$ cat src/pdc_pkg.sv
// ----------------------------------------------------------------------------
// Playfair cipher package
// Letter codes, square geometry, queue item types and the small helper
// functions used by the front and back parts of the cipher core.
// ----------------------------------------------------------------------------
package pdc_pkg;

    // Letter index a=0..z=25.
    typedef logic [4:0] t_letter;

    localparam t_letter LETTER_I    = 5'd8;
    localparam t_letter LETTER_J    = 5'd9;
    localparam t_letter LETTER_Z    = 5'd25;
    localparam t_letter ALPHABET    = 5'd26;
    localparam t_letter CELLS       = 5'd25;
    localparam t_letter LAST_LETTER = 5'd25;
    localparam int      USED_PAD    = 32 - 26;

    // Input kind codes as they arrive on the port.
    localparam logic [1:0] KIND_KEY     = 2'd0;
    localparam logic [1:0] KIND_END     = 2'd1;
    localparam logic [1:0] KIND_DIGRAPH = 2'd2;

    // Classified operation carried through the queue.
    typedef enum logic [1:0] {
        OP_KEY     = 2'd0,
        OP_END     = 2'd1,
        OP_DIGRAPH = 2'd2
    } t_op;

    typedef struct packed {
        t_op     op;
        t_letter first;
        t_letter second;
    } t_item;

    // Head of the queue as seen by the back part.
    typedef struct packed {
        logic  valid;
        t_item item;
    } t_queue_out;

    // Row and column of a square cell, each 0..4.
    typedef struct packed {
        logic [2:0] row;
        logic [2:0] col;
    } t_cell;

    // Saturate out-of-range letters to z and read j as i.
    function automatic t_letter clean_letter(input t_letter l);
        t_letter v;
        v = (l >= ALPHABET) ? LETTER_Z : l;
        if (v == LETTER_J) begin
            v = LETTER_I;
        end
        return v;
    endfunction

    // Split a cell number 0..24 into row and column.
    function automatic t_cell cell_of(input t_letter p);
        t_cell c;
        if (p >= 5'd20) begin
            c.row = 3'd4;
        end else if (p >= 5'd15) begin
            c.row = 3'd3;
        end else if (p >= 5'd10) begin
            c.row = 3'd2;
        end else if (p >= 5'd5) begin
            c.row = 3'd1;
        end else begin
            c.row = 3'd0;
        end
        c.col = 3'(p - ((5'(c.row) << 2) + 5'(c.row)));
        return c;
    endfunction

    // Cell number of a row and column.
    function automatic t_letter cell_index(input logic [2:0] row, input logic [2:0] col);
        return (5'(row) << 2) + 5'(row) + 5'(col);
    endfunction

    // Step one place around a row or column of five, forward or backward.
    function automatic logic [2:0] step5(input logic [2:0] v, input logic back);
        logic [2:0] s;
        if (back) begin
            s = (v == 3'd0) ? 3'd4 : v - 3'd1;
        end else begin
            s = (v == 3'd4) ? 3'd0 : v + 3'd1;
        end
        return s;
    endfunction

endpackage

$ cat src/pdc_front.sv
// ----------------------------------------------------------------------------
// Playfair cipher front end
// Accepts commands, classifies them and cleans digraph letters, and holds
// them in a small queue until the back end takes them.
// ----------------------------------------------------------------------------
module pdc_front #(
    parameter int DEPTH = 2
) (
    input  logic                 i_clk,
    input  logic                 i_rst_n,
    input  logic                 start,
    output logic                 busy,
    input  logic [1:0]           i_kind,
    input  logic [4:0]           i_first_letter,
    input  logic [4:0]           i_second_letter,
    input  logic                 i_pop,
    output pdc_pkg::t_queue_out  o_queue
);

    localparam int PTR_W = (DEPTH > 1) ? $clog2(DEPTH) : 1;
    localparam int CNT_W = $clog2(DEPTH + 1);

    pdc_pkg::t_item r_mem [DEPTH];
    logic [PTR_W-1:0] r_wr_ptr, n_wr_ptr;
    logic [PTR_W-1:0] r_rd_ptr, n_rd_ptr;
    logic [CNT_W-1:0] r_count, n_count;
    logic             push;
    logic             kind_ok;
    pdc_pkg::t_item   item_in;

    // Classify the incoming command; kind 3 is accepted and dropped.
    always_comb begin
        item_in.op     = pdc_pkg::OP_KEY;
        item_in.first  = i_first_letter;
        item_in.second = i_second_letter;
        kind_ok        = 1'b1;
        unique case (i_kind)
            pdc_pkg::KIND_KEY: begin
                item_in.op = pdc_pkg::OP_KEY;
            end
            pdc_pkg::KIND_END: begin
                item_in.op = pdc_pkg::OP_END;
            end
            pdc_pkg::KIND_DIGRAPH: begin
                item_in.op     = pdc_pkg::OP_DIGRAPH;
                item_in.first  = pdc_pkg::clean_letter(i_first_letter);
                item_in.second = pdc_pkg::clean_letter(i_second_letter);
            end
            default: begin
                kind_ok = 1'b0;
            end
        endcase
    end

    assign busy = (r_count == CNT_W'(DEPTH));
    assign push = start && !busy && kind_ok;

    // Queue pointer and occupancy update.
    always_comb begin
        n_wr_ptr = r_wr_ptr;
        n_rd_ptr = r_rd_ptr;
        n_count  = r_count;
        if (push) begin
            n_wr_ptr = (r_wr_ptr == PTR_W'(DEPTH - 1)) ? '0 : r_wr_ptr + 1'b1;
        end
        if (i_pop) begin
            n_rd_ptr = (r_rd_ptr == PTR_W'(DEPTH - 1)) ? '0 : r_rd_ptr + 1'b1;
        end
        unique case ({push, i_pop})
            2'b10:   n_count = r_count + 1'b1;
            2'b01:   n_count = r_count - 1'b1;
            default: n_count = r_count;
        endcase
    end

    always_ff @(posedge i_clk) begin
        if (!i_rst_n) begin
            r_wr_ptr <= '0;
            r_rd_ptr <= '0;
            r_count  <= '0;
        end else begin
            r_wr_ptr <= n_wr_ptr;
            r_rd_ptr <= n_rd_ptr;
            r_count  <= n_count;
        end
    end

    // Queue storage.
    always_ff @(posedge i_clk) begin
        if (push) begin
            r_mem[r_wr_ptr] <= item_in;
        end
    end

    assign o_queue.valid = (r_count != '0);
    assign o_queue.item  = r_mem[r_rd_ptr];

endmodule

$ cat src/pdc_back.sv
// ----------------------------------------------------------------------------
// Playfair cipher back end
// Holds the 5x5 square and the letter position map, places key letters,
// runs the key-end fill sequence and transforms digraphs.
// ----------------------------------------------------------------------------
module pdc_back (
    input  logic                      i_clk,
    input  logic                      i_rst_n,
    input  logic                      i_direction,
    input  pdc_pkg::t_queue_out       i_queue,
    output logic                      o_pop,
    output logic                      o_strobe,
    output logic [4:0]                o_first_out,
    output logic [4:0]                o_second_out
);

    typedef enum logic [3:0] {
        S_IDLE = 4'b0001,
        S_FILL = 4'b0010,
        S_POS  = 4'b0100,
        S_EMIT = 4'b1000
    } t_state;

    t_state           r_state, n_state;
    logic [25:0]      r_used, n_used;
    pdc_pkg::t_letter r_count, n_count;
    logic             r_closed, n_closed;
    pdc_pkg::t_letter r_k, n_k;

    pdc_pkg::t_letter sq_mem  [25];
    pdc_pkg::t_letter pos_mem [26];
    pdc_pkg::t_letter r_pos_a, r_pos_b;
    pdc_pkg::t_letter r_out_a, r_out_b;

    logic [25:0]      base_used;
    pdc_pkg::t_letter base_count;
    pdc_pkg::t_letter cand;
    logic             try_place;
    logic             place_ok;
    logic [31:0]      used_ext;
    logic [31:0]      used_set;
    logic             rd_pos;
    logic             rd_sq;
    pdc_pkg::t_cell   cell_a, cell_b;
    pdc_pkg::t_letter addr_a, addr_b;

    // Sequencer: dispatch queue items, run the fill walk, step a digraph.
    always_comb begin
        n_state    = r_state;
        n_closed   = r_closed;
        n_k        = r_k;
        base_used  = r_used;
        base_count = r_count;
        cand       = i_queue.item.first;
        try_place  = 1'b0;
        rd_pos     = 1'b0;
        rd_sq      = 1'b0;
        o_pop      = 1'b0;
        unique case (r_state)
            S_IDLE: begin
                if (i_queue.valid) begin
                    o_pop = 1'b1;
                    unique case (i_queue.item.op)
                        pdc_pkg::OP_KEY: begin
                            // A key letter after key end starts a fresh square.
                            if (r_closed) begin
                                base_used  = '0;
                                base_count = '0;
                                n_closed   = 1'b0;
                            end
                            try_place = 1'b1;
                        end
                        pdc_pkg::OP_END: begin
                            if (!r_closed) begin
                                n_k     = '0;
                                n_state = S_FILL;
                            end
                        end
                        pdc_pkg::OP_DIGRAPH: begin
                            if (r_closed) begin
                                rd_pos  = 1'b1;
                                n_state = S_POS;
                            end
                        end
                        default: begin
                        end
                    endcase
                end
            end
            S_FILL: begin
                cand      = r_k;
                try_place = 1'b1;
                if (r_k == pdc_pkg::LAST_LETTER) begin
                    n_closed = 1'b1;
                    n_state  = S_IDLE;
                end else begin
                    n_k = r_k + 1'b1;
                end
            end
            S_POS: begin
                rd_sq   = 1'b1;
                n_state = S_EMIT;
            end
            S_EMIT: begin
                n_state = S_IDLE;
            end
            default: begin
                n_state = S_IDLE;
            end
        endcase
    end

    // Letter placement shared by key letters and the fill walk.
    always_comb begin
        used_ext = {{pdc_pkg::USED_PAD{1'b0}}, base_used};
        used_set = 32'd1 << cand;
        place_ok = try_place && (cand < pdc_pkg::ALPHABET) && (cand != pdc_pkg::LETTER_J)
                   && (base_count < pdc_pkg::CELLS) && !used_ext[cand];
        n_used   = place_ok ? (base_used | used_set[25:0]) : base_used;
        n_count  = place_ok ? (base_count + 1'b1) : base_count;
    end

    // Digraph rule: same row, same column, or rectangle.
    always_comb begin
        cell_a = pdc_pkg::cell_of(r_pos_a);
        cell_b = pdc_pkg::cell_of(r_pos_b);
        priority if (cell_a.row == cell_b.row) begin
            addr_a = pdc_pkg::cell_index(cell_a.row, pdc_pkg::step5(cell_a.col, i_direction));
            addr_b = pdc_pkg::cell_index(cell_b.row, pdc_pkg::step5(cell_b.col, i_direction));
        end else if (cell_a.col == cell_b.col) begin
            addr_a = pdc_pkg::cell_index(pdc_pkg::step5(cell_a.row, i_direction), cell_a.col);
            addr_b = pdc_pkg::cell_index(pdc_pkg::step5(cell_b.row, i_direction), cell_b.col);
        end else begin
            addr_a = pdc_pkg::cell_index(cell_a.row, cell_b.col);
            addr_b = pdc_pkg::cell_index(cell_b.row, cell_a.col);
        end
    end

    always_ff @(posedge i_clk) begin
        if (!i_rst_n) begin
            r_state  <= S_IDLE;
            r_used   <= '0;
            r_count  <= '0;
            r_closed <= 1'b0;
            r_k      <= '0;
        end else begin
            r_state  <= n_state;
            r_used   <= n_used;
            r_count  <= n_count;
            r_closed <= n_closed;
            r_k      <= n_k;
        end
    end

    // Square and position map writes, registered reads.
    always_ff @(posedge i_clk) begin
        if (place_ok) begin
            sq_mem[base_count] <= cand;
            pos_mem[cand]      <= base_count;
        end
        if (rd_pos) begin
            r_pos_a <= pos_mem[i_queue.item.first];
            r_pos_b <= pos_mem[i_queue.item.second];
        end
        if (rd_sq) begin
            r_out_a <= sq_mem[addr_a];
            r_out_b <= sq_mem[addr_b];
        end
    end

    assign o_strobe     = (r_state == S_EMIT);
    assign o_first_out  = r_out_a;
    assign o_second_out = r_out_b;

endmodule

$ cat src/playfair_digraph_cipher_core.sv
// ----------------------------------------------------------------------------
// Playfair digraph cipher core
// Top level: command front end, queue, square store and transform back end,
// plus the direction register.
// ----------------------------------------------------------------------------
// A command is taken when start is high and busy is low; busy rises only when
// the QUEUE_DEPTH-entry command queue is full. The back end drains the queue
// one command at a time: a key letter is placed when it is taken, a key end
// runs the fill sequencer (it walks all 26 letters, one per cycle), and a
// digraph goes through position map read, square read and result. The result
// of a digraph is shown for exactly one cycle with o_strobe and cannot be
// held off, so it must be captured on that cycle. No result comes from key
// items, kind 3, or a digraph sent before the key is closed. Write the
// direction register only while no command is pending.
module playfair_digraph_cipher_core #(
    parameter int QUEUE_DEPTH = 2
) (
    input  logic       i_clk,
    input  logic       i_rst_n,
    input  logic       start,
    output logic       busy,
    input  logic [1:0] i_kind,
    input  logic [4:0] i_first_letter,
    input  logic [4:0] i_second_letter,
    output logic       o_strobe,
    output logic [4:0] o_first_out,
    output logic [4:0] o_second_out,
    input  logic       i_cfg_valid,
    output logic       o_cfg_ready,
    input  logic       i_cfg_data
);

    logic                r_direction;
    logic                pop;
    pdc_pkg::t_queue_out queue_head;

    // Direction register: one configuration transaction per write.
    assign o_cfg_ready = 1'b1;

    always_ff @(posedge i_clk) begin
        if (!i_rst_n) begin
            r_direction <= 1'b0;
        end else if (i_cfg_valid && o_cfg_ready) begin
            r_direction <= i_cfg_data;
        end
    end

    pdc_front #(
        .DEPTH (QUEUE_DEPTH)
    ) u_front (
        .i_clk           (i_clk),
        .i_rst_n         (i_rst_n),
        .start           (start),
        .busy            (busy),
        .i_kind          (i_kind),
        .i_first_letter  (i_first_letter),
        .i_second_letter (i_second_letter),
        .i_pop           (pop),
        .o_queue         (queue_head)
    );

    pdc_back u_back (
        .i_clk        (i_clk),
        .i_rst_n      (i_rst_n),
        .i_direction  (r_direction),
        .i_queue      (queue_head),
        .o_pop        (pop),
        .o_strobe     (o_strobe),
        .o_first_out  (o_first_out),
        .o_second_out (o_second_out)
    );

endmodule

$ cat config.mk
export PLATFORM = sky130hd
export DESIGN_NAME = playfair_digraph_cipher_core
export DESIGN_NICKNAME = d
export VERILOG_FILES = /design/src/pdc_pkg.sv /design/src/pdc_front.sv /design/src/pdc_back.sv /design/src/playfair_digraph_cipher_core.sv
export SDC_FILE = /design/constraint.sdc
export NUM_CORES = 1
export LEC_CHECK = 0
export ABC_AREA = 1
export BUFFER_PORTS_ARGS = -buffer_cell sky130_fd_sc_hd__buf_2
export CAP_MARGIN = 15
export CORE_UTILIZATION = 50
export DETAILED_ROUTE_END_ITERATION = 6
export PLACE_DENSITY = 0.7
export REMOVE_ABC_BUFFERS = 1
export SYNTH_ARGS = -nofsm -noshare
export SYNTH_HDL_FRONTEND = slang
export SYNTH_SLANG_ARGS = --single-unit
$ cat constraint.sdc
create_clock -name i_clk -period 5.5 [get_ports i_clk]
set_input_delay 0 -clock i_clk [delete_from_list [all_inputs] [get_ports i_clk]]
set_output_delay 0 -clock i_clk [all_outputs]
set_load 0.01 [all_outputs]
# After elaboration in Yosys (flattened, before gate mapping)
# Memory sizes are Yosys's and may differ from the RTL's. A register that Yosys moved wholly into a read port is not among the register bits.
# Index checks and enable logic that the tools add are counted.
[op_classes] n_addsub=26 n_lt_le_gt_ge=13 n_eq_ne=30 n_shift=1 mux=84 bitwise=1 n_reduce_logical=21
[op_table] cell="26-bit 2-to-1 mux" count=5
[op_table] cell="5-bit 2-to-1 mux" count=18
[op_table] cell="3-bit 2-to-1 mux" count=24
[op_table] cell="5-bit by 3-bit adder with 5-bit output" count=10
[op_table] cell="26-bit bitwise OR" count=1
[op_table] cell="1-bit by 5-bit << shifter with 26-bit output (first input constant)" count=1
[op_table] cell="1-bit 2-to-1 mux" count=24
[op_table] cell="5-bit by 4-bit >= comparator with 1-bit output (second input constant)" count=4
[op_table] cell="5-bit >= comparator (second input constant)" count=4
[op_table] cell="4-bit 2-to-1 mux" count=4
[op_table] cell="3-bit by 1-bit adder with 3-bit output (second input constant)" count=4
[op_table] cell="3-bit equality test (second input constant)" count=4
[op_table] cell="3-bit logical NOT" count=4
[op_table] cell="4-bit one-hot mux with 3 select lines" count=1
[op_table] cell="3-bit by 1-bit subtractor with 3-bit output (second input constant)" count=4
[op_table] cell="5-bit by 1-bit adder with 5-bit output (second input constant)" count=2
[op_table] cell="5-bit by 4-bit equality test with 1-bit output (second input constant)" count=2
[op_table] cell="5-bit by 3-bit >= comparator with 1-bit output (second input constant)" count=2
[op_table] cell="5-bit < comparator (second input constant)" count=2
[op_table] cell="10-bit 2-to-1 mux" count=1
[op_table] cell="2-bit inequality test (second input constant)" count=5
[op_table] cell="5-bit one-hot mux with 2 select lines" count=1
[op_table] cell="5-bit AND reduction" count=2
[op_table] cell="2-bit equality test (second input constant)" count=4
[op_table] cell="other kinds (26)" count=43
[word_totals] register_bits=46 mem_bits_rw=279 input_bits=17 elab_cells=188 n_memories=3
[memory_table] name="u_back.pos_mem" depth=26 width=5 read_ports=2 rd_ports_with_merged_regs=2 write_ports=1 line_no="pdc_back.sv:31" rtl="pdc_pkg::t_letter pos_mem [26];"
[memory_table] name="u_back.sq_mem" depth=25 width=5 read_ports=2 rd_ports_with_merged_regs=2 write_ports=1 line_no="pdc_back.sv:30" rtl="pdc_pkg::t_letter sq_mem [25];"
[memory_table] name="u_front.r_mem" depth=2 width=12 read_ports=1 rd_ports_with_merged_regs=1 write_ports=1 line_no="pdc_front.sv:23" rtl="pdc_pkg::t_item r_mem [DEPTH];"

# Depth between registers and ports, before layout
# Gate-level depths: netlist of the first run.
[logic_depth] ltp_word=14 ltp_mapped=31 mapped_depth_nobuf=30

# Cells and area by module
# A second synthesis of the first run with hierarchy kept.
[hier_totals] hier_cells=2255 hier_area_um2=19473.7
[by_module_without_submodules] mod="pdc_back" instances=1 cells_per_inst=2121 area_each_um2=18047.3 seq_area_each_um2=9078.7
[by_module_without_submodules] mod="pdc_front" instances=1 cells_per_inst=126 area_each_um2=1373.8 seq_area_each_um2=820.8
[by_module_without_submodules] mod="playfair_digraph_cipher_core" instances=1 cells_per_inst=8 area_each_um2=52.6 seq_area_each_um2=20.0

# Least setup slack after synthesis of the first run
# Ideal clock, no wire load.
[synth_timing] kind="reg-to-reg" from="reg u_back.r_pos_b[2] (read register of u_back.pos_mem)" to="reg u_back.r_out_b[2], in the netlist u_back.o_second_out[2] (read register of u_back.sq_mem), data pin" setup_time_ns=0.253 arrival_time_ns=4.438 path_slack_ns=0.809 stages_incl_launch_ff=25 period_less_slack_ns=4.691 cell_sequence="edfxtp_1 o21ai_2 inv_1 nor2_2 inv_1 fa_1 xor2_1 nand3b_1 nand2_1 inv_1 ha_1 or2_2 a21oi_1 ha_1 fa_1 or2_2 nand2_1 inv_1 buf_2 nand3_1 nand3_1 nand3_1 nand2_1 nand2_1 nand2_1"
[synth_via] elab_chain_len=14 word_cells_on_any_way=35 classes_between="10 x add/sub; 4 x order compare; 4 x eq/ne; 15 x mux; 2 x reduce/logical"
[synth_lines] item="from (decl)" line_no="pdc_back.sv:32" rtl="pdc_pkg::t_letter r_pos_a, r_pos_b;"
[synth_lines] item="branches (longest 13 deep; another with 5-bit by 3-bit >= comparator with 1-bit output)"
[synth_lines] item="5-bit 2-to-1 mux (*)" line_no="pdc_back.sv:127" rtl="priority if (cell_a.row == cell_b.row) begin"
[synth_lines] item="to (decl)" line_no="pdc_back.sv:33" rtl="pdc_pkg::t_letter r_out_a, r_out_b;"
# Every way passes the cells marked *. The select of a mux whose other input is x is not followed.
# A chain may end at the register's enable or synchronous reset.

# Worst setup path in the final report of the first run
[layout_timing] from="reg u_back.r_pos_a[4] (read register of u_back.pos_mem)" to="reg u_back.r_out_a[4], in the netlist u_back.o_first_out[4] (read register of u_back.sq_mem), data pin"
[layout_via] elab_chain_len=14 word_cells_on_any_way=35 classes_between="10 x add/sub; 4 x order compare; 4 x eq/ne; 15 x mux; 2 x reduce/logical"
[layout_lines] item="from (decl)" line_no="pdc_back.sv:32"
[layout_lines] item="5-bit by 3-bit >= comparator with 1-bit output" line_no="pdc_pkg.sv:68" rtl="end else if (p >= 5'd5) begin"
[layout_lines] item="1-bit 2-to-1 mux" line_no="pdc_pkg.sv:68"
[layout_lines] item="3-bit 2-to-1 mux" line_no="pdc_pkg.sv:66" rtl="end else if (p >= 5'd10) begin"
[layout_lines] item="3-bit 2-to-1 mux" line_no="pdc_pkg.sv:64" rtl="end else if (p >= 5'd15) begin"
[layout_lines] item="3-bit 2-to-1 mux (*)" line_no="pdc_pkg.sv:62" rtl="if (p >= 5'd20) begin"
[layout_lines] item="branches (longest 8 deep; another with 5-bit by 3-bit adder with 5-bit output)"
[layout_lines] item="5-bit 2-to-1 mux (*)" line_no="pdc_back.sv:127"
[layout_lines] item="to (decl)" line_no="pdc_back.sv:33"
# Marked as above.

==> results of run 1 <==
## metal layers
layer	track usage (%)	share of wire, %	vias to the layer above
li1	-	-	7692
met1	37.8	40	7768
met2	47.1	47	906
met3	4.78	9.3	155
met4	13.3	3.9	2
met5	0	0.023	-
## path summary, 6_finish.rpt
path | startpoint | end | slack (ps) | cells past startpoint
hold / removal | i_second_letter[3] | u_front.r_mem[0][3] | 210 | 2
setup reg to reg | u_back.r_pos_a[4] | u_back.o_first_out[4] | 310 | 26
hold reg to reg | u_back.r_used[9] | u_back.r_used[9] | 460 | 2
setup / recovery | u_back.r_pos_a[4] | u_back.o_first_out[4] | 310 | 26
## sequential cells by signal (all words and copies together) (netlist names), 24 cells and up, named ones only
signal          count
u_back.pos_mem    130
u_back.sq_mem     125
u_back.r_used      26
u_front.r_mem      24
## cell type report
type	count	area [µm²]	share of cell area [%]
Clock inverter	24	292	1.37
Tap cell	511	639	2.99
Clock buffer	45	987	4.62
Timing Repair Buffer	105	800	3.75
Multi-Input combinational cell	1500	7670	35.9
Sequential cell	346	9920	46.5
Inverter	276	1040	4.87
## cell families after synthesis
group / after synthesis / synth area share [%]
buf+inv: 399 / 8.22
other cells: 2 / 0.0393
xor+xnor: 18 / 0.825
mux: 9 / 0.537
compound gates: 378 / 11.1
simple gates: 1037 / 23.5
flops: 346 / 51.9
fa+ha+maj: 52 / 3.80
## timing repair
item | in CTS | in global routing
endpoints found under the setup margin | 5 | 10
gates resized for setup | 1 | 8
setup buffers | 2 | 2
hold endpoints to repair | 36 | 0
cloned | 0 | 0
hold buffers | 18 | 0
pin swaps | 0 | 1
## worst max-delay path: stages (launching register included)
cell and delay [ps]:
sky130_fd_sc_hd__edfxtp_1 440, sky130_fd_sc_hd__nor2_1 160, sky130_fd_sc_hd__inv_1 60, sky130_fd_sc_hd__nand2_2 120, sky130_fd_sc_hd__nand2_1 100, sky130_fd_sc_hd__nand2_2 130, sky130_fd_sc_hd__nand2_1 150, sky130_fd_sc_hd__inv_2 160
sky130_fd_sc_hd__ha_1 160, sky130_fd_sc_hd__inv_1 50, sky130_fd_sc_hd__fa_1 380, sky130_fd_sc_hd__xor2_1 180, sky130_fd_sc_hd__inv_1 60, sky130_fd_sc_hd__nand3_1 90, sky130_fd_sc_hd__nand2_2 170, sky130_fd_sc_hd__inv_1 160
sky130_fd_sc_hd__fa_1 550, sky130_fd_sc_hd__fa_1 510, sky130_fd_sc_hd__o211ai_1 270, sky130_fd_sc_hd__o21ai_4 170, sky130_fd_sc_hd__clkinvlp_4 110, sky130_fd_sc_hd__buf_4 230, sky130_fd_sc_hd__nand3_1 150, sky130_fd_sc_hd__nand3_1 130
sky130_fd_sc_hd__nand2_1 70, sky130_fd_sc_hd__nand2_1 80, sky130_fd_sc_hd__nand2_1 90
## metrics by stage
step | hold WS, ps | setup slack, ps | area, µm² | TNS, ps | cells
6_report | 206 | 307 | 21300 | 0 | 2807
5_1_grt | 210 | 23.7 | 21300 | 0 | 2807
4_1_cts | 169 | 49.3 | 21300 | 0 | 2803
3_5_place_dp | 225 | -190 | 19800 | -737 | 2714
3_3_place_gp | 221 | -145 | 19800 | -408 | 2714
2_1_floorplan | 98.9 | -230 | 18600 | -1310 | 2122
## cells in the final DEF (no fill, tap or decap), types with 26 or more instances in the layout
cell	Yosys	routed
sky130_fd_sc_hd__a21oi_1	107	107
sky130_fd_sc_hd__clkbuf_16	0	38
sky130_fd_sc_hd__nand3_1	401	401
sky130_fd_sc_hd__buf_4	5	55
sky130_fd_sc_hd__nand2_1	379	372
sky130_fd_sc_hd__o22ai_1	26	26
sky130_fd_sc_hd__buf_2	43	28
sky130_fd_sc_hd__inv_1	255	253
sky130_fd_sc_hd__nor2_1	221	220
sky130_fd_sc_hd__dfxtp_1	47	47
sky130_fd_sc_hd__o21ai_0	176	175
sky130_fd_sc_hd__ha_1	42	42
sky130_fd_sc_hd__edfxtp_1	299	299
==> impl_metrics.py, run 1 <==
metrics = {
    "clocking": {
        "tritoncts": "done",
        "max-clock-path-buffers": 3,
        "tritoncts.num_buffers": 38,
        "root_buffer": "sky130_fd_sc_hd__clkbuf_16",
        "clk_pin_slew_ps": 60,
        "ctsHtreeMaxLevel": 2,
        "worstSkewPairLatency_ps": 570,
        "clock-sinks": 346,
    },
    "detailed_routing": {
        "drc_errors": 0,
        "finalWirelength_um": 55900,
        "dr_total_vias": 16500,
        "post_drt_wl_per_cell_um": 19.9,
        "firstDrtPassIters": 6,
        "post_drt_via_cell_ratio": 5.89,
        "drtAntennaViolNets": 0,
        "drt-initial-drc-count": 2002,
    },
    "setup_path": {
        "critical_path.endpoint_type": "register",
        "timing.critical_path.arrival_ps": 5490,
        "worst_ep_required_time_ps": 5800,
        "crit_type": "reg -> reg",
        "critPathMaxFanout": 12,
        "startpoint_type": "register",
    },
    "yosys": {
        "yosysWarningCount": 0,
        "postSynthCellCount": 2241,
        "synth_edf_count": 299,
        "syn-mean-instance-area_um2": 8.52,
        "synth_seq_cells": 346,
        "synth_area_leaders": "sky130_fd_sc_hd__edfxtp_1, sky130_fd_sc_hd__nand3_1, sky130_fd_sc_hd__nand2_1, sky130_fd_sc_hd__inv_1, sky130_fd_sc_hd__dfxtp_1",
        "synth.cells.most_frequent": "sky130_fd_sc_hd__nand3_1, sky130_fd_sc_hd__nand2_1, sky130_fd_sc_hd__edfxtp_1",
        "ys.flop_type": "sky130_fd_sc_hd__edfxtp_1",
        "synth_area_um2": 19100,
        "yosysMostFrequentCell": "sky130_fd_sc_hd__nand3_1",
        "yosysTopAreaCellShare_pct": 47.0,
        "synth_async_sr_flop_share_pct": 0,
        "seq_area_frac_synth_pct": 51.9,
        "ys_types": 46,
        "synth_top_area_cell": "sky130_fd_sc_hd__edfxtp_1",
    },
    "place": {
        "dpl.hpwl_um": 37400,
        "place_congestion": 0.990,
        "buffer_ports.inserted": 28,
    },
    "global_route": {
        "global_route_wire_length_before_repair_um": 86700,
        "antenna_violations_before_repair": 1,
        "grt_pass1_vias": 16000,
        "grtUsageTotal_pct": 28.9,
        "overflow": 0,
        "grt_start_max_net_pins": 89,
    },
    "die": {
        "core_area_um2": 37700,
        "dieWidth_um": 197,
        "placementRows": 71,
        "io_pins": 30,
        "die_span_y_um": 197,
        "initial_utilization_pct": 50.7,
        "floorplan.die_area_um2": 39000,
    },
    "final_layout": {
        "num-fill-cells": 3451,
        "layout-area-overhead-vs-synth_pct": 11.8,
        "drive_above_1_share_pct": 9.06,
        "final_nets": 2336,
        "n_antenna_cell": 0,
        "final_core_util_pct": 56.7,
    },
    "timing": {
        "timing.slew.headroom_pct": 19.6,
        "least_margin_pin_slew_ps": 1200,
        "clock.fmax_mhz": 193,
        "report.final.slew_viol_count": 0,
        "layout_worst_path_cycle_share_pct": 94.4,
        "grt_setup_unrepaired": "false",
        "final_period_minus_worst_setup_slack_ps": 5190,
        "timing_hold_violations_final": 0,
        "setup_viol": 0,
        "finalClockSkew_ps": 29.0,
    },
    "hold_path": {
        "min-delay-path-class": "in -> reg",
    },
    "outcome": {
        "outcome": "completed",
    },
    "run": {
        "max-cap-violations": 0,
    },
}
Power of run 1 is not shown: default switching activity piles up to over one toggle a cycle in this logic, so the estimate is an artifact.
==> inputs of run 2 (changes only) <==
--- a/config.mk
+++ b/config.mk
@@ -8,9 +8,12 @@
 export ABC_AREA = 1
 export BUFFER_PORTS_ARGS = -buffer_cell sky130_fd_sc_hd__buf_2
 export CAP_MARGIN = 15
-export CORE_UTILIZATION = 50
+export CELL_PAD_IN_SITES_DETAIL_PLACEMENT = 0
+export CELL_PAD_IN_SITES_GLOBAL_PLACEMENT = 1
+export CORE_UTILIZATION = 49
+export CTS_CLUSTER_SIZE = 16
 export DETAILED_ROUTE_END_ITERATION = 6
-export PLACE_DENSITY = 0.7
+export PLACE_DENSITY = 0.84
 export REMOVE_ABC_BUFFERS = 1
 export SYNTH_ARGS = -nofsm -noshare
 export SYNTH_HDL_FRONTEND = slang
==> impl_metrics.py, run 2 (synthesis gave the netlist of run 1 again) <==
metrics = {
    "outcome": {
        "outcome": "completed",
    },
    "final_layout": {
        "mostFrequentLayoutCell": "sky130_fd_sc_hd__nand3_1",
        "largest_reg_flops": 130,
        "final_nets": 2337,
        "layout-area-overhead-vs-synth_pct": 11.7,
        "biggestRegsByFlops": "u_back.pos_mem x130, u_back.sq_mem x125, u_back.r_used x26",
        "n_antenna_cell": 0,
        "drive_above_1_share_pct": 9.23,
        "final_cell_mix": "sky130_fd_sc_hd__nand3_1, sky130_fd_sc_hd__nand2_1, sky130_fd_sc_hd__edfxtp_1",
        "registers.top_by_ff_count": "u_back.pos_mem",
    },
    "timing": {
        "report.final.slew_viol_count": 0,
        "grt_setup_unrepaired": "false",
        "timing.slew.headroom_pct": 23.7,
        "timing_hold_violations_final": 0,
        "setup_slack_ps": 335,
        "clock.fmax_mhz": 194,
        "layout_worst_path_cycle_share_pct": 93.9,
        "least_margin_pin_slew_ps": 1140,
        "finalClockSkew_ps": 27.3,
        "hold_slack_ps": 192,
        "final_period_minus_worst_setup_slack_ps": 5160,
        "setup_viol": 0,
    },
    "clocking": {
        "clk_pin_slew_ps": 60,
        "root_buffer": "sky130_fd_sc_hd__clkbuf_16",
        "tritoncts": "done",
        "tritoncts.num_buffers": 39,
        "ctsHtreeMaxLevel": 2,
        "clock-sinks": 346,
        "worstSkewPairLatency_ps": 560,
        "max-clock-path-buffers": 3,
    },
    "place": {
        "dpl.hpwl_um": 36900,
        "preCtsSetupSlack_ps": -43.9,
        "place_congestion": 0.928,
        "buffer_ports.inserted": 28,
    },
    "global_route": {
        "grt_start_max_net_pins": 89,
        "antenna_violations_before_repair": 1,
        "grtUsageTotal_pct": 28.4,
        "grt_pass1_vias": 15600,
        "global_route_wire_length_before_repair_um": 86400,
        "overflow": 0,
    },
    "die": {
        "placementRows": 71,
        "core_area_um2": 38000,
        "io_pins": 30,
        "floorplan.die_area_um2": 39800,
        "die_span_y_um": 199,
        "initial_utilization_pct": 50.2,
        "dieWidth_um": 199,
    },
    "detailed_routing": {
        "post_drt_via_cell_ratio": 5.80,
        "firstDrtPassIters": 6,
        "post_drt_wl_per_cell_um": 19.8,
        "finalWirelength_um": 55600,
        "dr_total_vias": 16300,
        "drc_errors": 0,
        "drtAntennaViolNets": 0,
        "drt-initial-drc-count": 1713,
    },
    "setup_path": {
        "critical_path.endpoint_type": "register",
        "critical-path-max-stage-delay_ps": 440,
        "timing.rr.start": "u_back.r_pos_b[4]",
        "startpoint_type": "register",
        "timing.critical_path.arrival_ps": 5470,
        "critPathMaxFanout": 30,
        "crit_type": "reg -> reg",
        "dominant_delay_contributor_by_cell_family_on_the_critical_path": "simple AND/OR/NAND/NOR gates",
        "cp_slowest_cell": "sky130_fd_sc_hd__edfxtp_1",
        "worst_ep_required_time_ps": 5800,
        "crit_buf_inv": 6,
        "timing.critical_path.depth": 29,
        "critical_path.most_common_cell": "sky130_fd_sc_hd__nand2_1",
        "r2r_cell_count": 29,
        "crit_start": "u_back.r_pos_b[4]",
    },
    "hold_path": {
        "min_from": "i_second_letter[3]",
        "min-delay-path-class": "in -> reg",
        "cell_depth_of_the_worst_hold_path": 2,
    },
    "run": {
        "max-cap-violations": 0,
    },
}
-- run 2: cell types whose count changed in the layout (fill, tap and decap cells not counted), moves of 2 or more --
cell and change:
sky130_fd_sc_hd__nand2_2 -4, sky130_fd_sc_hd__clkbuf_1 -2, sky130_fd_sc_hd__bufinv_16 -2, sky130_fd_sc_hd__clkinv_1 -4, sky130_fd_sc_hd__clkinvlp_4 +4, sky130_fd_sc_hd__clkinv_2 +4, sky130_fd_sc_hd__nand2_1 +4
-- run 2: area by class of cell --
type | instances | area (µm²)
Clock inverter | 26 | 255
Tap cell | 511 | 639
Fill cell | 3516 | 16700
Multi-Input combinational cell | 1500 | 7660
Sequential cell | 346 | 9920
Inverter | 276 | 1040
Timing Repair Buffer | 105 | 798
Clock buffer | 45 | 1020
-- run 2: what timing repair did --
| item | CTS | global route |
|---|---|---|
| endpoints found under the hold margin | 45 | 0 |
| buffers inserted | 0 | 3 |
| pin swaps | 0 | 0 |
| hold buffers | 19 | 0 |
| endpoints found under the setup margin | 5 | 7 |
| gates resized for setup | 1 | 6 |
-- run 2: final timing paths --
check,slack (ps),to
worst min register to register,450,register
worst min-delay path,190,u_front.r_mem[0][3]
worst max register to register,340,u_back.o_second_out[1]
worst max-delay path,340,u_back.o_second_out[1]
-- run 2: stage by stage --
stage	setup TNS (ps)	utilization [%]	instances	cell area, µm²
after CTS	0	56.0	2805	21300
after floorplan	-1310	-	2122	18600
final	0	56.1	2809	21300
after global routing	0	56.1	2809	21300
after detailed placement	-130	52.1	2715	19800
after global placement	-467	52.1	2715	19800
-- run 2: metal layers --
metal	GRT usage, %	wire (µm)	vias up
li1	-	-	7680
met3	3.75	4460	95
met5	0	13	-
met1	38.3	23100	7695
met4	10.1	1530	2
met2	47.0	26500	807
Power of run 2 is left out for the same reason.
